<file path="src/design/avr_pkg.sv">
`default_nettype none
package avr_pkg;

  localparam int CORDIC_STEPS = 16;
  localparam int ANG_W        = 15;
  localparam int Q_W          = 16;                // Q1.15 component
  localparam int CS_W         = 34;                // CORDIC x/y, Q2.30 with headroom
  localparam int Z_W          = 26;                // residual angle, 1/65536 degree
  localparam int M_W          = 34;                // matrix entry, Q2.30
  localparam int P_W          = M_W + Q_W;         // entry times component
  localparam int ACC_W        = P_W + 2;           // sum of three products

  localparam logic signed [16:0] HALF_TURN    = 17'sd11520;
  localparam logic signed [16:0] QUARTER_TURN = 17'sd5760;
  localparam logic signed [16:0] FULL_TURN    = 17'sd23040;
  localparam logic signed [CS_W-1:0] CORDIC_GAIN = CS_W'(652032874);
  localparam logic signed [CS_W-1:0] ONE_Q30     = CS_W'(64'sd1 <<< 30);

  typedef struct packed {
    logic signed [Q_W-1:0] z;
    logic signed [Q_W-1:0] y;
    logic signed [Q_W-1:0] x;
  } vec3_t;

  typedef struct packed {
    vec3_t axis;
    vec3_t vec;
  } side_t;

  typedef struct packed {
    logic signed [M_W-1:0] c2;
    logic signed [M_W-1:0] c1;
    logic signed [M_W-1:0] c0;
  } mrow_t;

  // lane register enables: [0] product stage, [1] sum stage
  typedef struct packed {
    logic sum_en;
    logic prod_en;
  } lane_en_t;

  // atan(2^-i) in 1/65536 degree
  function automatic logic signed [Z_W-1:0] atan_deg16(input int i);
    logic signed [Z_W-1:0] r;
    r = '0;
    case (i)
      0:  r = Z_W'(2949120);
      1:  r = Z_W'(1740967);
      2:  r = Z_W'(919879);
      3:  r = Z_W'(466945);
      4:  r = Z_W'(234379);
      5:  r = Z_W'(117304);
      6:  r = Z_W'(58666);
      7:  r = Z_W'(29335);
      8:  r = Z_W'(14668);
      9:  r = Z_W'(7334);
      10: r = Z_W'(3667);
      11: r = Z_W'(1833);
      12: r = Z_W'(917);
      13: r = Z_W'(458);
      14: r = Z_W'(229);
      15: r = Z_W'(115);
      default: r = '0;
    endcase
    return r;
  endfunction

endpackage
`default_nettype wire

</file>
<file path="src/design/avr_row_lane.sv">
`default_nettype none
module avr_row_lane (
  input  wire logic                          clk,
  input  wire avr_pkg::lane_en_t             en,
  input  wire avr_pkg::mrow_t                row,
  input  wire avr_pkg::vec3_t                vec,
  output logic signed [avr_pkg::Q_W-1:0]     res
);

  localparam int PW = avr_pkg::P_W;
  localparam int AW = avr_pkg::ACC_W;

  logic signed [PW-1:0] p0, p1, p2;
  logic signed [AW-1:0] acc, rnd;

  always_ff @(posedge clk) begin
    if (en.prod_en) begin
      p0 <= PW'(row.c0) * PW'(vec.x);
      p1 <= PW'(row.c1) * PW'(vec.y);
      p2 <= PW'(row.c2) * PW'(vec.z);
    end
  end

  always_comb begin
    acc = AW'(p0) + AW'(p1) + AW'(p2);
    rnd = (acc + (AW'(1) <<< 29)) >>> 30;
  end

  always_ff @(posedge clk) begin
    if (en.sum_en) begin
      if (rnd > AW'(32767)) begin
        res <= 16'sh7fff;
      end else if (rnd < -AW'(32768)) begin
        res <= -16'sh8000;
      end else begin
        res <= rnd[avr_pkg::Q_W-1:0];
      end
    end
  end

endmodule
`default_nettype wire

</file>
<file path="config.mk">
export PLATFORM = sky130hd
export DESIGN_NAME = avr_row_lane
export DESIGN_NICKNAME = d
export VERILOG_FILES = /design/src/design/avr_pkg.sv /design/src/design/avr_row_lane.sv
export SDC_FILE = /design/constraint.sdc
export NUM_CORES = 2
export LEC_CHECK = 0
export BUFFER_PORTS_ARGS = -buffer_cell sky130_fd_sc_hd__buf_2
export CAP_MARGIN = 10
export CORE_MARGIN = 2
export CORE_UTILIZATION = 40
export CTS_BUF_LIST = sky130_fd_sc_hd__clkbuf_8
export DETAILED_ROUTE_END_ITERATION = 6
export PLACE_DENSITY = 0.55
export SLEW_MARGIN = 20
export SYNTH_ARGS = -nofsm -noshare
export SYNTH_HDL_FRONTEND = slang
export SYNTH_SLANG_ARGS = --single-unit
</file>
<file path="constraint.sdc">
create_clock -name clk -period 7.4 [get_ports clk]
set_clock_uncertainty 0.05 [all_clocks]
set_input_delay 0.37 -clock clk [delete_from_list [all_inputs] [get_ports clk]]
set_output_delay 0.37 -clock clk [all_outputs]
set_load 0.05 [all_outputs]
</file>
# [Word level (Yosys, flattened, before mapping)]
# Index checks and enable logic that the tools add are counted.
[totals] ff_bits=166 out_inout_bits=16 wordCells=13
[op_classes] add_sub_neg=3 mul=3 magnitude_cmp=2 muxes=1
[op_table] op="$mul 34x16->50" count=3
[op_table] op="$add 51x50->52" count=1
[op_table] op="$add 52x31->52 const B" count=1
[op_table] op="$add 50x50->51" count=1
[op_table] op="$gt 22x16->1 const B" count=1
[op_table] op="$lt 22x16->1 const B" count=1
[op_table] op="$mux 16" count=1

# [Longest topological paths before layout]
[depth] depth_word=5 mapped_depth=27 depth_no_buf=25

# [Least setup slack after synthesis]
# Ideal clock, no wire load.
[synth_timing] kind="input to register" from="input port vec[39] (netlist name)" to="register p2[47], data pin" arrival_ns=6.622 required_time_ns=7.088 path_slack_ns=0.466 path_stages=26 cell_sequence="clkbuf_1 > clkbuf_1 > nand2_1 > fa_1 > inv_1 > fa_1 > inv_1 > fa_1 > inv_1 > fa_1 > fa_1 > inv_1 > fa_1 > inv_1 > ha_1 > a21o_1 > a21o_1 > a211o_1 > a31o_2 > a31o_2 > a21boi_2 > o211ai_1 > or3_1 > a21oi_1 > o21ai_1 > xor2_1"
[synth_via] elab_chain_cells=1
[synth_lines] item="from (decl)" line_no="avr_row_lane.sv:6" rtl="input wire avr_pkg::vec3_t vec,"
[synth_lines] item="$mul 34x16->50" line_no="avr_row_lane.sv:20" rtl="p2 <= PW'(row.c2) * PW'(vec.z);"
[synth_lines] item="to (signal assigned)" line_no="avr_row_lane.sv:20"
[synth_lines] item="to (decl)" line_no="avr_row_lane.sv:13" rtl="logic signed [PW-1:0] p0, p1, p2;"
# No other way between the ends.
# A chain may end at the register's enable or synchronous reset.

# [Worst setup path in the final report]
[layout_timing] from="input port vec[21] (netlist name)" to="register p1[49], data pin"
[layout_via] elab_chain_cells=1
[layout_lines] item="$mul 34x16->50" line_no="avr_row_lane.sv:19" rtl="p1 <= PW'(row.c1) * PW'(vec.y);"
[layout_lines] item="to (signal assigned)" line_no="avr_row_lane.sv:19"
[layout_lines] item="to (decl)" line_no="avr_row_lane.sv:13"
# No other way between the ends.

==> results.cfg <==
[finish]
nFillCells = 16120
fin_nets = 9188
design_area_um2 = 68790
area_delta_synth_final_pct = 6.225
drive_gt1_frac = 0.05239

[yosys]
ys_types = 81
synthTopCellsByArea = fa_1 (49%), inv_1 (10%), ha_1 (8.7%)
netlist.area_leader.share = 0.4919
synth_fp_nets = 9143
yosysTopAreaCell = fa_1
ys_seq_area_frac = 0.07698
ys.flop_type = edfxtp_1
syn_avg_cell_area_um2 = 9.321
ys.warnings.count = 0
syn_area_um2 = 64760
synth-edff-count = 166
syn_inst = 6947
async_reset_ff_frac = 0
ys_ff_latch = 166

[clock_network]
cts.sinks = 166
htree_levels = 4
cts_resized = 0
cts_root_buf = clkbuf_8
cts_tree = yes
path_clk_slew_ps = 110
post-cts-setup-buffer-count = 0
cts_buffer_depth = 2
numCtsBuffers = 17
clk_latency_ps = 510
cts_hold_buffers = 0

[timing]
rsz0062_at_grt = no
finalHoldWorstSlack_ps = 247.8
worstMarginPinSlew_ps = 952.4
fmax_mhz = 148.2
drv_slew = 0
fin_crit_sh = 0.9117
setup_ws_ps = 653.6
setup_viol = 0
fin_crit_ps = 6746
relSlewSlack = 0.3629
hold_violations = 0
fin_setup_tns_ps = 0

[floorplan]
rows = 147
fp.dieW_um = 406.4
die_h_um = 406.4
ios = 169
coreArea_um2 = 160800
initial_utilization = 0.4028
die_area_um2 = 165100

[grt]
grt_pass1_vias = 49840
grt_pass1_wl_um = 276000
grt_usage = 0.2159
grt_max_degree = 78
grt_overflow = 0
antenna_found_initial = 21

[critical_path]
cp_slowest_cell = fa_1
required_ps = 7590
worstPathArrival_ps = 6940
crit_start = vec[21]
max_stage_delay_ps = 510
cp_max_fo = 19
crit_path_end_kind = flop
crit_path_frequent_cell = fa_1
startpoint_type = input pin
r2r_start = p1[44]
setup.worst_path.class = in2reg

[detailed_routing]
ant_nets = 0
wl_um = 169700
drc_errors = 9
drt_pass1_iterations = 7
viasPerCell = 4.924
vias = 45150
wire_per_inst_um = 18.51
drt_iter0_drc = 2649

[status]
status = finished, violations left
violations = DRC

[place]
gp_congestion = 0.8900
dpl-instance-area_um2 = 68340
post-dp-hpwl_um = 145500
io_buffers = 168
pre_cts_ws_ps = 153.1

[min_path]
worstHoldStart = en[1]
min_path_type = in2reg

[run]
cap_viol_max_count = 0
-- Yosys cell counts (6+ instances only) --
cell type	count
fa_1	1591
nor3b_1	6
edfxtp_1	166
a21oi_1	164
o211ai_1	11
nor2_1	170
nor3_1	13
a21o_1	102
o21ai_0	79
o21bai_1	16
a211o_1	7
nand3_1	43
a211oi_1	17
inv_1	1770
nand2_1	995
ha_1	452
xor2_1	45
and2_1	648
nand2b_1	38
nand4_1	20
o31ai_1	12
xnor2_1	133
and3_1	19
clkbuf_1	267
a31oi_1	14
a31o_2	8
o21a_1	21
nor2b_1	20
-- cell type report --
class | instances | area, um2 | area share
Timing Repair Buffer | 299 | 1931 | 0.02807
Clock inverter | 15 | 202.7 | 0.002947
Tap cell | 2160 | 2703 | 0.03929
Sequential cell | 166 | 4985 | 0.07247
Inverter | 1771 | 6648 | 0.09664
Clock buffer | 17 | 234.0 | 0.003401
Antenna cell | 3 | 7.507 | 0.0001091
Multi-Input combinational cell | 4737 | 52080 | 0.7571
-- worst max-delay path: cells and delay by family --
family	cells	cell delay (ps)
buffers and inverters	7	1060
AND/OR/NAND/NOR	4	880
adder cells (fa/ha/maj)	7	3190
AO/OA/AOI/OAI	6	1320
XOR/XNOR	1	100
-- metal layers --
layer / up-vias / GRT usage / part of all wire
met5: - / 0 / 0.00047
met4: 16 / 0.05153 / 0.025
met3: 213 / 0.02566 / 0.049
met2: 1006 / 0.3695 / 0.49
met1: 23500 / 0.2922 / 0.43
li1: 20410 / - / -
-- final timing paths --
path,to,slack [ps],depth (start not counted)
max,p1[49],650,25
min,res[14],250,1
max reg2reg,res[12],2120,13
min reg2reg,res[0],1300,4
-- flip-flops by register name, indices dropped and copies added (netlist names) --
| signal | count |
|---|---|
| res | 16 |
| p1 | 50 |
| p0 | 50 |
| p2 | 50 |
-- cells in the final DEF (no fill, tap or decap), types with 20 or more instances in the layout --
master,n
inv_1,1770
fa_1,1591
nand2_1,995
and2_1,648
ha_1,452
nor2_1,170
buf_2,167
edfxtp_1,166
a21oi_1,164
xnor2_1,133
buf_4,123
a21o_1,102
o21ai_0,79
xor2_1,45
nand3_1,43
nand2b_1,38
o21a_1,21
nand4_1,20
nor2b_1,20
-- through the flow --
stage	cells	util
after floorplan	6947	-
after global placement	9133	0.4251
after detailed placement	9133	0.4251
after CTS	9165	0.4279
after global routing	9168	0.4279
final	9168	0.4279
-- kinds of logic after synthesis --
family          count (synthesis)  share of synthesized area
compound gates                518                    0.05310
buf+inv                      2044                     0.1188
xor+xnor                      180                    0.02458
fa+ha+maj                    2043                     0.5792
mux                             1                  0.0001546
simple gates                 1995                     0.1472
flops                         166                    0.07698
Power is not shown: default switching activity piles up to over one toggle a cycle in this logic, so the estimate is an artifact.
